## src/sv/dgsp_pkg.sv

```systemverilog
package dgsp_pkg;

   localparam int unsigned POLL_INTERVAL_MS_DEF = 10;

   localparam int unsigned TIME_W = 32;
   localparam int unsigned ADDR_W = 7;
   localparam int unsigned LIMIT_W = 16;
   localparam int unsigned MAP_W = 40;
   localparam int unsigned CSR_INDEX_W = 3;

   localparam logic [ADDR_W-1:0] SENSOR_A_ADDRESS_RST = 7'd16;
   localparam logic [ADDR_W-1:0] SENSOR_B_ADDRESS_RST = 7'd17;
   localparam logic [LIMIT_W-1:0] BUS_HANG_LIMIT_RST = 16'd100;
   localparam logic [LIMIT_W-1:0] ORDER_HOLD_RST = 16'd500;
   localparam logic [MAP_W-1:0] REGISTER_MAP_RST = 40'h05_04_08_0A_00;

   localparam logic [7:0] STATUS_GESTURE_MASK = 8'h1C;

   typedef enum logic [CSR_INDEX_W-1:0] {
      CSR_SENSOR_A_ADDRESS = 3'd0,
      CSR_SENSOR_B_ADDRESS = 3'd1,
      CSR_BUS_HANG_LIMIT = 3'd2,
      CSR_ORDER_HOLD = 3'd3,
      CSR_REGISTER_MAP = 3'd4
   } csr_index_type;

   typedef enum logic [2:0] {
      MAP_STATUS = 3'd0,
      MAP_Z = 3'd1,
      MAP_X = 3'd2,
      MAP_GESTURE = 3'd3,
      MAP_SPEED = 3'd4
   } map_slot_type;

   typedef enum logic [1:0] {
      BUS_CMD_NONE = 2'd0,
      BUS_CMD_WRITE_PTR = 2'd1,
      BUS_CMD_READ_BYTE = 2'd2
   } bus_cmd_type;

   typedef enum logic [4:0] {
      PH_IDLE = 5'd0,
      PH_STATUS_PTR = 5'd1,
      PH_STATUS_REQ = 5'd2,
      PH_STATUS_REQ_WAIT = 5'd3,
      PH_STATUS_RX = 5'd4,
      PH_Z_PTR = 5'd5,
      PH_Z_REQ = 5'd6,
      PH_Z_REQ_WAIT = 5'd7,
      PH_Z_RX = 5'd8,
      PH_X_PTR = 5'd9,
      PH_X_REQ = 5'd10,
      PH_X_REQ_WAIT = 5'd11,
      PH_X_RX = 5'd12,
      PH_GESTURE = 5'd14,
      PH_GES_PTR = 5'd15,
      PH_GES_REQ = 5'd16,
      PH_GES_REQ_WAIT = 5'd17,
      PH_GES_RX = 5'd18,
      PH_SPD_PTR = 5'd19,
      PH_SPD_REQ = 5'd20,
      PH_SPD_REQ_WAIT = 5'd21,
      PH_SPD_RX = 5'd22,
      PH_DONE = 5'd24
   } phase_type;

   typedef struct packed {
      logic [ADDR_W-1:0] sensor_a_address;
      logic [ADDR_W-1:0] sensor_b_address;
      logic [LIMIT_W-1:0] bus_hang_limit_ms;
      logic [LIMIT_W-1:0] order_hold_ms;
      logic [MAP_W-1:0] register_map;
   } cfg_type;

   typedef struct packed {
      logic [TIME_W-1:0] now_ms;
      logic bus_done;
      logic byte_ready;
      logic [7:0] rx_byte;
   } req_item_type;

   typedef struct packed {
      logic [1:0] bus_command;
      logic bus_reset;
      logic [ADDR_W-1:0] target_address;
      logic [7:0] register_pointer;
      logic updated_sensor;
      logic position_fresh;
      logic [7:0] x_position;
      logic [7:0] z_position;
      logic gesture_taken;
      logic [7:0] gesture_code;
      logic [7:0] swipe_speed;
      logic first_sensor;
   } rsp_item_type;

   typedef struct packed {
      logic [1:0] rank_a;
      logic [1:0] rank_b;
      logic [TIME_W-1:0] stamp;
      logic leader;
   } order_type;

endpackage

```

## src/sv/dgsp_channels.sv

```systemverilog
interface dgsp_req_if;
   import dgsp_pkg::*;

   logic valid;
   logic ready;
   logic [TIME_W-1:0] now_ms;
   logic bus_done;
   logic byte_ready;
   logic [7:0] rx_byte;

   modport source (output valid, now_ms, bus_done, byte_ready, rx_byte, input ready);
   modport sink (input valid, now_ms, bus_done, byte_ready, rx_byte, output ready);
endinterface

interface dgsp_rsp_if;
   import dgsp_pkg::*;

   logic valid;
   logic ready;
   logic [1:0] bus_command;
   logic bus_reset;
   logic [ADDR_W-1:0] target_address;
   logic [7:0] register_pointer;
   logic updated_sensor;
   logic position_fresh;
   logic [7:0] x_position;
   logic [7:0] z_position;
   logic gesture_taken;
   logic [7:0] gesture_code;
   logic [7:0] swipe_speed;
   logic first_sensor;

   modport source (output valid, bus_command, bus_reset, target_address, register_pointer,
                   updated_sensor, position_fresh, x_position, z_position, gesture_taken,
                   gesture_code, swipe_speed, first_sensor, input ready);
   modport sink (input valid, bus_command, bus_reset, target_address, register_pointer,
                 updated_sensor, position_fresh, x_position, z_position, gesture_taken,
                 gesture_code, swipe_speed, first_sensor, output ready);
endinterface

interface dgsp_csr_if;
   import dgsp_pkg::*;

   logic valid;
   logic ready;
   logic [CSR_INDEX_W-1:0] index;
   logic [MAP_W-1:0] wdata;

   modport source (output valid, index, wdata, input ready);
   modport sink (input valid, index, wdata, output ready);
endinterface

```

## src/sv/dgsp_engine.sv

```systemverilog
module dgsp_engine #(
   parameter int unsigned POLL_INTERVAL_MS = dgsp_pkg::POLL_INTERVAL_MS_DEF
) (
   input  logic                  clock,
   input  logic                  reset,
   input  logic                  step,
   input  dgsp_pkg::req_item_type item,
   input  dgsp_pkg::cfg_type      cfg,
   output dgsp_pkg::rsp_item_type result
);
   import dgsp_pkg::*;

   localparam logic [TIME_W-1:0] INTERVAL = TIME_W'(POLL_INTERVAL_MS);

   function automatic logic [7:0] map_byte(logic [MAP_W-1:0] map, map_slot_type slot);
      return map[{slot, 3'b000} +: 8];
   endfunction

   function automatic order_type order_refresh(order_type o, logic f_a, logic f_b,
                                               logic [TIME_W-1:0] now,
                                               logic [LIMIT_W-1:0] hold);
      order_type r;
      r = o;
      if (f_a && r.rank_b == 2'd0) r.rank_a = 2'd1;
      if (f_b && r.rank_a == 2'd0) r.rank_b = 2'd1;
      if (f_a && r.rank_b == 2'd1) r.rank_a = 2'd2;
      if (f_b && r.rank_a == 2'd1) r.rank_b = 2'd2;
      if (f_a || f_b) r.stamp = now;
      if (TIME_W'(now - r.stamp) > TIME_W'(hold)) begin
         r.rank_a = 2'd0;
         r.rank_b = 2'd0;
      end
      r.leader = (r.rank_b == 2'd1);
      return r;
   endfunction

   phase_type phase_ff, phase_in;
   logic active_ff, active_in;
   logic [TIME_W-1:0] npt_ff, npt_in;
   logic [TIME_W-1:0] idle_since_ff, idle_since_in;
   order_type ord_ff, ord_in;
   logic [7:0] held_ff, held_in;
   logic [7:0] status_ff [2];
   logic [7:0] status_in [2];
   logic [7:0] xf_ff [2];
   logic [7:0] xf_in [2];
   logic [7:0] zf_ff [2];
   logic [7:0] zf_in [2];
   logic [7:0] gcode_ff [2];
   logic [7:0] gcode_in [2];
   logic [7:0] gspeed_ff [2];
   logic [7:0] gspeed_in [2];

   logic s;
   bus_cmd_type cmd;
   logic [7:0] ptr;
   logic fpos, fges, rst, flip_done, flip_hang;

   assign s = active_ff;

   always_comb begin
      phase_in = phase_ff;
      npt_in = npt_ff;
      idle_since_in = idle_since_ff;
      ord_in = ord_ff;
      held_in = held_ff;
      status_in = status_ff;
      xf_in = xf_ff;
      zf_in = zf_ff;
      gcode_in = gcode_ff;
      gspeed_in = gspeed_ff;
      cmd = BUS_CMD_NONE;
      ptr = '0;
      fpos = 1'b0;
      fges = 1'b0;
      rst = 1'b0;
      flip_done = 1'b0;
      flip_hang = 1'b0;

      if (item.bus_done && phase_in[0]) begin
         phase_in = phase_type'(phase_in + 5'd1);
         idle_since_in = item.now_ms;
      end
      if (phase_in == PH_IDLE && item.now_ms > npt_in) begin
         npt_in = npt_in + INTERVAL;
         if (npt_in < item.now_ms) npt_in = item.now_ms + INTERVAL;
         cmd = BUS_CMD_WRITE_PTR;
         ptr = map_byte(cfg.register_map, MAP_STATUS);
         phase_in = PH_STATUS_PTR;
      end
      if (phase_in == PH_STATUS_REQ) begin
         cmd = BUS_CMD_READ_BYTE;
         phase_in = PH_STATUS_REQ_WAIT;
      end
      if (phase_in == PH_STATUS_RX && item.byte_ready) begin
         status_in[s] = item.rx_byte;
         if (item.rx_byte[0]) begin
            cmd = BUS_CMD_WRITE_PTR;
            ptr = map_byte(cfg.register_map, MAP_Z);
            phase_in = PH_Z_PTR;
         end else begin
            phase_in = PH_GESTURE;
         end
      end
      if (phase_in == PH_Z_REQ) begin
         cmd = BUS_CMD_READ_BYTE;
         phase_in = PH_Z_REQ_WAIT;
      end
      if (phase_in == PH_Z_RX && item.byte_ready) begin
         held_in = item.rx_byte;
         cmd = BUS_CMD_WRITE_PTR;
         ptr = map_byte(cfg.register_map, MAP_X);
         phase_in = PH_X_PTR;
      end
      if (phase_in == PH_X_REQ) begin
         cmd = BUS_CMD_READ_BYTE;
         phase_in = PH_X_REQ_WAIT;
      end
      if (phase_in == PH_X_RX && item.byte_ready) begin
         xf_in[s] = {1'b0, xf_ff[s][7:1]} + {1'b0, item.rx_byte[7:1]};
         zf_in[s] = {1'b0, zf_ff[s][7:1]} + {1'b0, held_in[7:1]};
         fpos = 1'b1;
         ord_in = order_refresh(ord_in, ~s, s, item.now_ms, cfg.order_hold_ms);
         phase_in = PH_GESTURE;
      end
      if (phase_in == PH_GESTURE) begin
         if ((status_in[s] & STATUS_GESTURE_MASK) != 8'd0) begin
            cmd = BUS_CMD_WRITE_PTR;
            ptr = map_byte(cfg.register_map, MAP_GESTURE);
            phase_in = PH_GES_PTR;
         end else begin
            phase_in = PH_DONE;
         end
      end
      if (phase_in == PH_GES_REQ) begin
         cmd = BUS_CMD_READ_BYTE;
         phase_in = PH_GES_REQ_WAIT;
      end
      if (phase_in == PH_GES_RX && item.byte_ready) begin
         held_in = item.rx_byte;
         cmd = BUS_CMD_WRITE_PTR;
         ptr = map_byte(cfg.register_map, MAP_SPEED);
         phase_in = PH_SPD_PTR;
      end
      if (phase_in == PH_SPD_REQ) begin
         cmd = BUS_CMD_READ_BYTE;
         phase_in = PH_SPD_REQ_WAIT;
      end
      if (phase_in == PH_SPD_RX && item.byte_ready) begin
         gcode_in[s] = held_in;
         gspeed_in[s] = item.rx_byte;
         fges = 1'b1;
         phase_in = PH_DONE;
      end
      if (phase_in == PH_DONE) begin
         phase_in = PH_IDLE;
         ord_in = order_refresh(ord_in, (fpos | fges) & ~s, (fpos | fges) & s,
                                item.now_ms, cfg.order_hold_ms);
         flip_done = 1'b1;
      end
      if (TIME_W'(item.now_ms - idle_since_in) > TIME_W'(cfg.bus_hang_limit_ms)) begin
         rst = 1'b1;
         idle_since_in = item.now_ms;
         npt_in = item.now_ms;
         ord_in = '0;
         fpos = 1'b0;
         fges = 1'b0;
         phase_in = PH_IDLE;
         flip_hang = 1'b1;
      end
      active_in = active_ff ^ flip_done ^ flip_hang;
   end

   always_comb begin
      result.bus_command = cmd;
      result.bus_reset = rst;
      result.target_address = (cmd == BUS_CMD_NONE) ? '0 :
                              (s ? cfg.sensor_b_address : cfg.sensor_a_address);
      result.register_pointer = (cmd == BUS_CMD_WRITE_PTR) ? ptr : 8'd0;
      result.updated_sensor = s;
      result.position_fresh = fpos;
      result.x_position = xf_in[s];
      result.z_position = zf_in[s];
      result.gesture_taken = fges;
      result.gesture_code = gcode_in[s];
      result.swipe_speed = gspeed_in[s];
      result.first_sensor = ord_in.leader;
   end

   always_ff @(posedge clock) begin
      if (reset) begin
         phase_ff <= PH_IDLE;
         active_ff <= 1'b0;
         npt_ff <= '0;
         idle_since_ff <= '0;
         ord_ff <= '0;
         held_ff <= '0;
         for (int i = 0; i < 2; i++) begin
            status_ff[i] <= '0;
            xf_ff[i] <= '0;
            zf_ff[i] <= '0;
            gcode_ff[i] <= '0;
            gspeed_ff[i] <= '0;
         end
      end else if (step) begin
         phase_ff <= phase_in;
         active_ff <= active_in;
         npt_ff <= npt_in;
         idle_since_ff <= idle_since_in;
         ord_ff <= ord_in;
         held_ff <= held_in;
         status_ff <= status_in;
         xf_ff <= xf_in;
         zf_ff <= zf_in;
         gcode_ff <= gcode_in;
         gspeed_ff <= gspeed_in;
      end
   end

endmodule

```

## src/sv/dual_gesture_sensor_poller.sv

```systemverilog
// Polls two gesture sensors in turn, one poll tick per request transaction and exactly one
// response transaction per tick, carrying the bus command to issue, the bus reset flag and
// the filtered positions and gesture bytes of the sensor that was active at the start of the
// tick. A tick passes through an input register and then a result register before its
// response is offered, and it waits in the input register while an earlier response is
// stalled; a new tick is taken every cycle as long as the response side keeps up. The whole
// step for a tick is one pass of logic between those two registers. Configuration writes are
// always accepted, are registered, and take effect from the next tick that is stepped.
module dual_gesture_sensor_poller #(
   parameter int unsigned POLL_INTERVAL_MS = dgsp_pkg::POLL_INTERVAL_MS_DEF
) (
   input logic     clock,
   input logic     reset,
   dgsp_req_if.sink   req_ch,
   dgsp_rsp_if.source rsp_ch,
   dgsp_csr_if.sink   csr_ch
);
   import dgsp_pkg::*;

   cfg_type cfg_ff;
   req_item_type in_ff;
   logic in_valid_ff;
   rsp_item_type rsp_ff;
   logic rsp_valid_ff;
   rsp_item_type step_result;
   logic advance;

   assign advance = in_valid_ff && (!rsp_valid_ff || rsp_ch.ready);
   assign req_ch.ready = !in_valid_ff || advance;
   assign csr_ch.ready = 1'b1;

   dgsp_engine #(
      .POLL_INTERVAL_MS(POLL_INTERVAL_MS)
   ) u_engine (
      .clock  (clock),
      .reset  (reset),
      .step   (advance),
      .item   (in_ff),
      .cfg    (cfg_ff),
      .result (step_result)
   );

   always_ff @(posedge clock) begin
      if (reset) begin
         in_valid_ff <= 1'b0;
      end else if (req_ch.valid && req_ch.ready) begin
         in_valid_ff <= 1'b1;
      end else if (advance) begin
         in_valid_ff <= 1'b0;
      end
   end

   always_ff @(posedge clock) begin
      if (req_ch.valid && req_ch.ready) begin
         in_ff.now_ms <= req_ch.now_ms;
         in_ff.bus_done <= req_ch.bus_done;
         in_ff.byte_ready <= req_ch.byte_ready;
         in_ff.rx_byte <= req_ch.rx_byte;
      end
   end

   always_ff @(posedge clock) begin
      if (reset) begin
         rsp_valid_ff <= 1'b0;
      end else if (advance) begin
         rsp_valid_ff <= 1'b1;
      end else if (rsp_ch.ready) begin
         rsp_valid_ff <= 1'b0;
      end
   end

   always_ff @(posedge clock) begin
      if (advance) begin
         rsp_ff <= step_result;
      end
   end

   always_ff @(posedge clock) begin
      if (reset) begin
         cfg_ff.sensor_a_address <= SENSOR_A_ADDRESS_RST;
         cfg_ff.sensor_b_address <= SENSOR_B_ADDRESS_RST;
         cfg_ff.bus_hang_limit_ms <= BUS_HANG_LIMIT_RST;
         cfg_ff.order_hold_ms <= ORDER_HOLD_RST;
         cfg_ff.register_map <= REGISTER_MAP_RST;
      end else if (csr_ch.valid && csr_ch.ready) begin
         unique case (csr_ch.index)
            CSR_SENSOR_A_ADDRESS: cfg_ff.sensor_a_address <= csr_ch.wdata[ADDR_W-1:0];
            CSR_SENSOR_B_ADDRESS: cfg_ff.sensor_b_address <= csr_ch.wdata[ADDR_W-1:0];
            CSR_BUS_HANG_LIMIT:   cfg_ff.bus_hang_limit_ms <= csr_ch.wdata[LIMIT_W-1:0];
            CSR_ORDER_HOLD:       cfg_ff.order_hold_ms <= csr_ch.wdata[LIMIT_W-1:0];
            CSR_REGISTER_MAP:     cfg_ff.register_map <= csr_ch.wdata;
            default: ;
         endcase
      end
   end

   assign rsp_ch.valid = rsp_valid_ff;
   assign rsp_ch.bus_command = rsp_ff.bus_command;
   assign rsp_ch.bus_reset = rsp_ff.bus_reset;
   assign rsp_ch.target_address = rsp_ff.target_address;
   assign rsp_ch.register_pointer = rsp_ff.register_pointer;
   assign rsp_ch.updated_sensor = rsp_ff.updated_sensor;
   assign rsp_ch.position_fresh = rsp_ff.position_fresh;
   assign rsp_ch.x_position = rsp_ff.x_position;
   assign rsp_ch.z_position = rsp_ff.z_position;
   assign rsp_ch.gesture_taken = rsp_ff.gesture_taken;
   assign rsp_ch.gesture_code = rsp_ff.gesture_code;
   assign rsp_ch.swipe_speed = rsp_ff.swipe_speed;
   assign rsp_ch.first_sensor = rsp_ff.first_sensor;

endmodule

```

## src/flat_wrapper.sv

```systemverilog
// flat-port wrapper written by rule: the top's interface ports become plain ports
module dual_gesture_sensor_poller_flat import dgsp_pkg::*;
#(
   parameter int unsigned POLL_INTERVAL_MS = dgsp_pkg::POLL_INTERVAL_MS_DEF
)
  (clock, reset, req_ch_valid, req_ch_now_ms, req_ch_bus_done, req_ch_byte_ready, req_ch_rx_byte, req_ch_ready, rsp_ch_valid, rsp_ch_bus_command, rsp_ch_bus_reset, rsp_ch_target_address, rsp_ch_register_pointer, rsp_ch_updated_sensor, rsp_ch_position_fresh, rsp_ch_x_position, rsp_ch_z_position, rsp_ch_gesture_taken, rsp_ch_gesture_code, rsp_ch_swipe_speed, rsp_ch_first_sensor, rsp_ch_ready, csr_ch_valid, csr_ch_index, csr_ch_wdata, csr_ch_ready);
  dgsp_req_if req_ch_i ();
  dgsp_rsp_if rsp_ch_i ();
  dgsp_csr_if csr_ch_i ();
  input logic clock;
  input logic reset;
  input wire logic [$bits(req_ch_i.valid)-1:0] req_ch_valid;
  input wire logic [$bits(req_ch_i.now_ms)-1:0] req_ch_now_ms;
  input wire logic [$bits(req_ch_i.bus_done)-1:0] req_ch_bus_done;
  input wire logic [$bits(req_ch_i.byte_ready)-1:0] req_ch_byte_ready;
  input wire logic [$bits(req_ch_i.rx_byte)-1:0] req_ch_rx_byte;
  output wire logic [$bits(req_ch_i.ready)-1:0] req_ch_ready;
  output wire logic [$bits(rsp_ch_i.valid)-1:0] rsp_ch_valid;
  output wire logic [$bits(rsp_ch_i.bus_command)-1:0] rsp_ch_bus_command;
  output wire logic [$bits(rsp_ch_i.bus_reset)-1:0] rsp_ch_bus_reset;
  output wire logic [$bits(rsp_ch_i.target_address)-1:0] rsp_ch_target_address;
  output wire logic [$bits(rsp_ch_i.register_pointer)-1:0] rsp_ch_register_pointer;
  output wire logic [$bits(rsp_ch_i.updated_sensor)-1:0] rsp_ch_updated_sensor;
  output wire logic [$bits(rsp_ch_i.position_fresh)-1:0] rsp_ch_position_fresh;
  output wire logic [$bits(rsp_ch_i.x_position)-1:0] rsp_ch_x_position;
  output wire logic [$bits(rsp_ch_i.z_position)-1:0] rsp_ch_z_position;
  output wire logic [$bits(rsp_ch_i.gesture_taken)-1:0] rsp_ch_gesture_taken;
  output wire logic [$bits(rsp_ch_i.gesture_code)-1:0] rsp_ch_gesture_code;
  output wire logic [$bits(rsp_ch_i.swipe_speed)-1:0] rsp_ch_swipe_speed;
  output wire logic [$bits(rsp_ch_i.first_sensor)-1:0] rsp_ch_first_sensor;
  input wire logic [$bits(rsp_ch_i.ready)-1:0] rsp_ch_ready;
  input wire logic [$bits(csr_ch_i.valid)-1:0] csr_ch_valid;
  input wire logic [$bits(csr_ch_i.index)-1:0] csr_ch_index;
  input wire logic [$bits(csr_ch_i.wdata)-1:0] csr_ch_wdata;
  output wire logic [$bits(csr_ch_i.ready)-1:0] csr_ch_ready;
  assign req_ch_i.valid = req_ch_valid;
  assign req_ch_i.now_ms = req_ch_now_ms;
  assign req_ch_i.bus_done = req_ch_bus_done;
  assign req_ch_i.byte_ready = req_ch_byte_ready;
  assign req_ch_i.rx_byte = req_ch_rx_byte;
  assign req_ch_ready = req_ch_i.ready;
  assign rsp_ch_valid = rsp_ch_i.valid;
  assign rsp_ch_bus_command = rsp_ch_i.bus_command;
  assign rsp_ch_bus_reset = rsp_ch_i.bus_reset;
  assign rsp_ch_target_address = rsp_ch_i.target_address;
  assign rsp_ch_register_pointer = rsp_ch_i.register_pointer;
  assign rsp_ch_updated_sensor = rsp_ch_i.updated_sensor;
  assign rsp_ch_position_fresh = rsp_ch_i.position_fresh;
  assign rsp_ch_x_position = rsp_ch_i.x_position;
  assign rsp_ch_z_position = rsp_ch_i.z_position;
  assign rsp_ch_gesture_taken = rsp_ch_i.gesture_taken;
  assign rsp_ch_gesture_code = rsp_ch_i.gesture_code;
  assign rsp_ch_swipe_speed = rsp_ch_i.swipe_speed;
  assign rsp_ch_first_sensor = rsp_ch_i.first_sensor;
  assign rsp_ch_i.ready = rsp_ch_ready;
  assign csr_ch_i.valid = csr_ch_valid;
  assign csr_ch_i.index = csr_ch_index;
  assign csr_ch_i.wdata = csr_ch_wdata;
  assign csr_ch_ready = csr_ch_i.ready;
  dual_gesture_sensor_poller #(.POLL_INTERVAL_MS(POLL_INTERVAL_MS)) u_core (.clock(clock), .reset(reset), .req_ch(req_ch_i), .rsp_ch(rsp_ch_i), .csr_ch(csr_ch_i));
endmodule
```

## config.mk

```make
export PLATFORM = sky130hd
export DESIGN_NAME = dual_gesture_sensor_poller_flat
export DESIGN_NICKNAME = d
export VERILOG_FILES = /design/src/sv/dgsp_pkg.sv /design/src/sv/dgsp_channels.sv /design/src/sv/dgsp_engine.sv /design/src/sv/dual_gesture_sensor_poller.sv /design/src/flat_wrapper.sv
export SDC_FILE = /design/constraint.sdc
export NUM_CORES = 1
export LEC_CHECK = 0
export ABC_CLOCK_PERIOD_IN_PS = 7300
export BUFFER_PORTS_ARGS = -buffer_cell sky130_fd_sc_hd__buf_2
export CORE_UTILIZATION = 30
export CTS_CLUSTER_DIAMETER = 100
export DETAILED_ROUTE_END_ITERATION = 7
export GPL_TIMING_DRIVEN = 0
export REMOVE_ABC_BUFFERS = 1
export SYNTH_ARGS = -nofsm -noshare
export SYNTH_HDL_FRONTEND = slang
export SYNTH_HIERARCHICAL = 1
export SYNTH_SLANG_ARGS = --single-unit
```

## constraint.sdc

```tcl
create_clock -name clock -period 7.3 [get_ports clock]
set_input_delay 1.46 -clock clock [delete_from_list [all_inputs] [get_ports clock]]
set_output_delay 1.46 -clock clock [all_outputs]
set_load 0.02 [all_outputs]
```

# Word level (Yosys, flattened, before mapping)
# Index checks and enable logic that the tools add are counted.
word_totals:
  register_bits: 379
  out_inout_bits: 57
  wordCells: 236
classes:
  addsub: 8
  order_cmp: 7
  n_eq_ne: 23
  mux: 109
  n_bitwise: 7
  reduce_logical: 40
op_table:
  columns: ["cell", "n"]
  rows:
  - ["32-bit 2-to-1 mux", 8]
  - ["8-bit 2-to-1 mux", 28]
  - ["37-bit 2-to-1 mux", 3]
  - ["32-bit by 16-bit greater-than comparator with 1-bit output", 3]
  - ["32-bit subtractor", 3]
  - ["5-bit 2-to-1 mux", 19]
  - ["16-bit bitwise mux", 5]
  - ["16-bit 2-to-1 mux", 5]
  - ["32-bit by 4-bit adder with 32-bit output, second input constant", 2]
  - ["2-bit 2-to-1 mux", 25]
  - ["32-bit greater-than comparator", 1]
  - ["32-bit < comparator", 1]
  - ["5-bit == test, second input constant", 5]
  - ["5-bit by 4-bit == test with 1-bit output, second input constant", 4]
  - ["4-bit 2-to-1 mux", 5]
  - ["1-bit logical AND", 18]
  - ["7-bit by 7-bit adder with 8-bit output", 2]
  - ["2-bit by 1-bit == test with 1-bit output, second input constant", 7]
  - ["2-bit AND reduction", 6]
  - ["5-bit by 3-bit == test with 1-bit output, second input constant", 2]
  - ["2-bit logical NOT", 5]
  - ["1-bit 2-to-1 mux", 9]
  - ["8-bit demux with 1-bit select", 1]
  - ["8-bit nonzero test", 1]
  - ["18 further kinds", 26]

# Logic depth before layout (Yosys ltp)
logic_depth:
  ltp_word: 55
  ltp_mapped: 32

# Hierarchy
# The synthesis kept the hierarchy.
by_module_without_submodules:
  columns: ["module", "n_inst", "cells_each", "area_per_inst_um2", "seq_area_each_um2"]
  rows:
  - ["dgsp_engine", 1, 2356, 17474.3, 3703.6]
  - ["dual_gesture_sensor_poller", 1, 447, 6547.5, 4644.5]

# Worst setup path after synthesis
# Ideal clock, no wire load.
synth_path:
  path_type: "register to register"
  start: "reg u_core.u_engine.phase_ff[1]"
  end: "reg u_core.rsp_ff (netlist bit u_core/rsp_ch.first_sensor), data pin"
  setup_ps: 125
  arrival_ps: 6891
  t_required_ps: 7175
  path_slack_ps: 284
  stages_incl_launch_ff: 32
  path_buffers: 4
  synth_period_minus_slack_ps: 7016
  cell_sequence: "dfxtp_1 ha_1 and3_4 mux2i_2 nor4_1 clkbuf_1 nand4b_1 o21ai_0 buf_1 buf_1 mux2_2 inv_1 ha_1 nor2b_1 o31a_1 o21ai_0 o21ai_0 and2_1 o21a_1 nor2_1 xnor2_1 ha_1 nand4_1 nor4_1 a41oi_1 a2111oi_0 nand4_1 nor4_1 nand4_2 o41ai_2 and2_1 buf_4"
synth_lines:
  columns: ["item", "line_no", "text"]
  rows:
  - ["from (decl)", "dgsp_engine.sv:37", "phase_type phase_ff, phase_in;"]
  - ["from (signal assigned)", "dgsp_engine.sv:206", "phase_ff <= phase_in;"]
  - ["to (signal assigned)", "dual_gesture_sensor_poller.sv:74", "rsp_ff <= step_result;"]
  - ["to (decl)", "dual_gesture_sensor_poller.sv:23", "rsp_item_type rsp_ff;"]

# Worst setup path after layout
layout_path:
  start: "reg u_core/in_ff[9] (netlist name)"
  end: "reg u_core.u_engine.npt_ff[20]"
layout_between:
  elab_chain_cells: 6
layout_rtl:
  columns: ["item", "line_no", "text"]
  rows:
  - ["from (decl)", "dual_gesture_sensor_poller.sv:21", "req_item_type in_ff;"]
  - ["1-bit logical AND (*)", "dgsp_engine.sv:80", "if (item.bus_done && phase_in[0]) begin"]
  - ["32-bit 2-to-1 mux / 5-bit 2-to-1 mux (equally long branches)", "dgsp_engine.sv:80", null]
  - ["32-bit subtractor / 5-bit logical NOT (equally long branches)", "dgsp_engine.sv:161, dgsp_engine.sv:84", null]
  - ["32-bit by 16-bit greater-than comparator with 1-bit output / 1-bit logical AND (equally long branches)", "dgsp_engine.sv:161, dgsp_engine.sv:84", null]
  - ["2-bit nonzero test (no source line)", null, null]
  - ["2-bit AND reduction (no source line)", null, null]
  - ["to (signal assigned)", "dgsp_engine.sv:208", "npt_ff <= npt_in;"]
  - ["to (decl)", "dgsp_engine.sv:39", "logic [TIME_W-1:0] npt_ff, npt_in;"]
# Mark *: on every way between the ends. The rest lies on a longest branch, timed or not.
# A chain may end at the register's enable or synchronous reset.

==> results.md <==
Pwr:
- The maximum resistive drop on vdd is approximately 170 uV.
- The internal power component is around 3.9 mW.
- Of the total power, combinational logic draws 15.0%.
- The clock network accounts for 43.5% of the total power.
- The net load switching power is ~1.6 mW.
- Power spread over the standard cell area amounts to around 200 nW/um^2.
- The relative contribution of sequential cells to total power is 41.5%.
- Net switching is 28.75% of the power.
- After layout, the design draws a total of about 5.4 mW.
- Summed over all cells, the static leakage comes to 10.59 nW.

GRT:
- Global routing consumed, over all layers together, 16.69% of the routing resources.
- The initial antenna violation count was 0.
- The number of global-route vias before repair is ~19000.
- Summed over all layers, the global routing overflow is 0.
- The pin count of the biggest net entering global routing is between 100 and 150.
- The global-route wire length before repair is 109500 um.

Route:
- The detailed-route wire length is 70060 um.
- The total via count after detailed routing is 20446.
- For this run, design rule violations remaining after detail routing come to 0.
- The pre-antenna-repair detailed-routing pass consisted of 7 iterations.
- The average wire per cell in the routed design is between 15 and 20 um.
- After detailed routing, the number of vias per cell comes to 5.151.
- In this run, the number of DRC markers left after iteration 0 of detailed routing was 1105.
- The count of nets left with antenna violations once routing finished came out at 0.

Final layout:
- The count of filler cells inserted in the layout is about 8300.
- The library cell used most frequently in the layout, excluding fill and tap cells, is nand2_1.
- 0 antenna diodes ended up in the layout.
- The final standard cell utilization of the core is 35.02%.
- The final instance count without filler cells is 3969.
- The post-route netlist has 12.68% of its cells at a drive strength greater than 1.
- The final layout contains about 3200 nets.
- In the layout the commonest cells are nand2_1 (332), dfxtp_1 (270), a21oi_1 (253), nor2_1 (229), mux2i_1 (185).
- The layout overhead on the synthesized area is 15.35%.
- Once layout is done, the placed cells without fillers occupy 27710 um^2.

Timing:
- Setup violations remaining at the end of the flow were counted as 0.
- Setup slack on the critical path of the routed design comes to 0.3504 ns.
- The count of final hold-check violations came to 0.
- For the pin with the worst max-slew slack, the measured transition is 1.112 ns.
- The worst clock skew is 0.02205 ns.
- The number of pins with negative max-slew slack in the final report came to 0.
- The smallest clock period supported by the final layout is computed as 6.950 ns.
- Timing would allow up to 143.9 MHz.
- The minimum hold slack is about 0.45 ns.
- The post-route clock period utilization is 95.20%.
- Measured against its own limit, the worst slew margin works out to 25.72%.
- The total negative setup slack is 0 ns.

Floorplanning:
- The placement row count is 103.
- The die outline area is 81210 um^2.
- The effective utilization at floorplan is a little under a third.
- Pin placement for this block handled around 150 I/O pins.
- The floorplan die height is 285.0 um.
- The core area is roughly 80000 um^2.
- From left edge to right edge, the die measures about 280 um.

Logic synthesis:
- The synthesized design contains 96 enable-type register cells.
- The sequential cell area fraction in the yosys report is between 30% and 40%.
- The number of distinct library cell variants in the gate-level netlist after synthesis is 98.
- Ranked by total cell area, the synthesized netlist is headed by dfxtp_1 (23%), edfxtp_1 (12%), ha_1 (9.1%).
- The mean instance size in the synthesized netlist is 8.570 um^2.
- After synthesis the netlist holds a flip-flop and latch count of 369.
- After synthesis, the share of flip-flops with an asynchronous set or reset is 0%.
- The top cell type by total area after synthesis is dfxtp_1.
- Counting every instance in the synthesized netlist gives around 2800.
- The cell area after synthesis is 24020 um^2.
- Among all flip-flop cells after synthesis, the most frequent one is dfxtp_1.
- The Yosys warning count is 6.
- After synthesis, the largest area contributor takes up 22.75% of total cell area.

Place:
- The number of placed instances, taps included, is 3869.
- The HPWL after detailed placement is 49710 um.
- The number of buffer cells added on primary ports is 145.
- The area of placed instances is roughly 26000 um^2.
- At the end of routability-driven placement, the weighted congestion stood at between 0.8 and 0.9.
- The worst slack at placement is -1.472 ns.

Critical path:
- The data arrival time of the worst path is 7.38 ns.
- The worst setup path is of the reg2reg kind.
- The slack of the worst reg-to-reg path is 0.35 ns.
- At the worst endpoint, the required time is a little under 8 ns.
- The critical path endpoint category is a flip-flop.
- The nature of the critical path startpoint is a flip-flop.
- In this run the worst path has a maximum fanout of 46.

Clock tree:
- The root buffer cell chosen for the clock tree is clkbuf_16.
- The tree built by TritonCTS fans out to 369 sinks.
- Clock-pin slew was measured on the worst setup and hold paths at around 0.06 ns.
- The CTS tree is built.
- The H-tree generated during clock tree synthesis spans 2 levels.
- The worst-case clock buffer depth is 3.
- Clock latency on the worst-skew pair, taken at its later pin, is roughly 0.6 ns.
- The number of hold buffers added after cts is 0.
- The CTS buffer count is between 40 and 50.

Status:
- The run finished with clean final reports.

Hold path:
- The tightest min-delay check is of the reg2reg type.

Flow run:
- Max-cap violations in this run came to 0.
area by class of cell:
class | count | area [um^2] | share of cell area, %
clock buffers | 58 | 1247 | 4.502
clock inverters | 28 | 307.8 | 1.111
inverters | 141 | 531.8 | 1.919
multi-input cells | 2141 | 14690 | 53.01
flip-flops and latches | 369 | 8359 | 30.17
well taps | 1050 | 1314 | 4.741
repair buffers | 182 | 1260 | 4.547
worst paths after layout:
path / start / to / depth (start not counted)
hold / removal: u_core/u_engine/zf_ff[5] / u_core/u_engine/zf_ff[5] / 2
setup reg to reg: u_core/in_ff[9] / u_core/u_engine/npt_ff[20] / 27
setup / recovery: u_core/in_ff[9] / u_core/u_engine/npt_ff[20] / 27
hold reg to reg: u_core/u_engine/zf_ff[5] / u_core/u_engine/zf_ff[5] / 2
power by group through the flow:
stage	Sequential, mW	Combinational, mW	Clock, mW
after floorplan	2.28	0.530	0
after global routing	2.25	0.906	2.49
after CTS	2.25	0.807	2.41
after detailed placement	2.29	0.797	0
after global placement	2.29	0.789	0
final	2.25	0.813	2.35
flip-flops by register name, summed over array words and instances (netlist names), 16 cells and up:
register                       cells
u_core/cfg_ff                     86
u_core/in_ff                      42
u_core/u_engine/ord_ff            37
u_core/u_engine/idle_since_ff     32
u_core/u_engine/npt_ff            32
u_core/u_engine/gcode_ff          16
u_core/u_engine/gspeed_ff         16
u_core/u_engine/xf_ff             16
u_core/u_engine/zf_ff             16
cell usage after synthesis (all sizes together), types with 9 or more instances:
library cell	count
a211o	10
a211oi	67
a21o	28
a21oi	254
a221oi	17
a22oi	18
a31oi	14
and2	23
and3	19
buf	50
clkbuf	103
dfxtp	273
edfxtp	96
ha	175
inv	141
mux2	43
mux2i	188
nand2	334
nand2b	118
nand3	51
nand4	33
nor2	237
nor2b	19
nor3	36
nor3b	9
nor4	26
o211ai	16
o21a	26
o21ai	93
o21bai	11
o31a	9
o31ai	11
o32ai	12
or3	37
xnor2	71
xor2	10
layer usage:
metal | GRT usage (%) | vias to the layer above | routed length, um
met3 | 1.992 | 95 | 2926
met4 | 4.345 | 0 | 1483
met2 | 28.78 | 442 | 33700
met5 | 0 | - | 0
met1 | 21.96 | 9670 | 31950
li1 | - | 10239 | -
kinds of logic (layout without fill, tap and decap cells):
logic type               after synthesis  after routing  share of synthesized area (%)
AO/OA/AOI/OAI                        665            665                          18.01
XOR/XNOR                              81             81                          2.953
adder cells (fa/ha/maj)              179            179                          9.448
buffers and inverters                294            409                          5.068
flip-flops                           369            369                          34.75
multiplexers                         231            231                          9.917
other                                  1              1                        0.01561
AND/OR/NAND/NOR                      983            984                          19.84
worst max-delay path, stage by stage, from the launching register on:
cell and delay, ns:
edfxtp_1 0.43, buf_4 0.18, nand2_8 0.05, buf_4 0.33
nand2_1 0.09, o21ai_0 0.09, ha_1 0.19, inv_1 0.05
fa_1 0.43, a211oi_1 0.36, o211ai_1 0.17, and4b_1 0.28
o21ai_0 0.17, nand2b_1 0.13, a21o_1 0.19, a21oi_1 0.16
xnor2_1 0.15, ha_1 0.27, o2111ai_1 0.08, nand2_1 0.08
a21o_1 0.18, a211oi_1 0.29, and4_1 0.29, and4b_4 0.57
inv_4 0.33, o21a_1 0.53, nand2_1 0.46, o32ai_1 0.16
what timing repair did:
action	in CTS	in global routing
pin swaps	3	11
resized for setup	15	15
buffers inserted	5	8
cloned	1	0
endpoints found under the hold margin	0	0
endpoints found under the setup margin	57	61
Power figures use the tool's default switching activity.
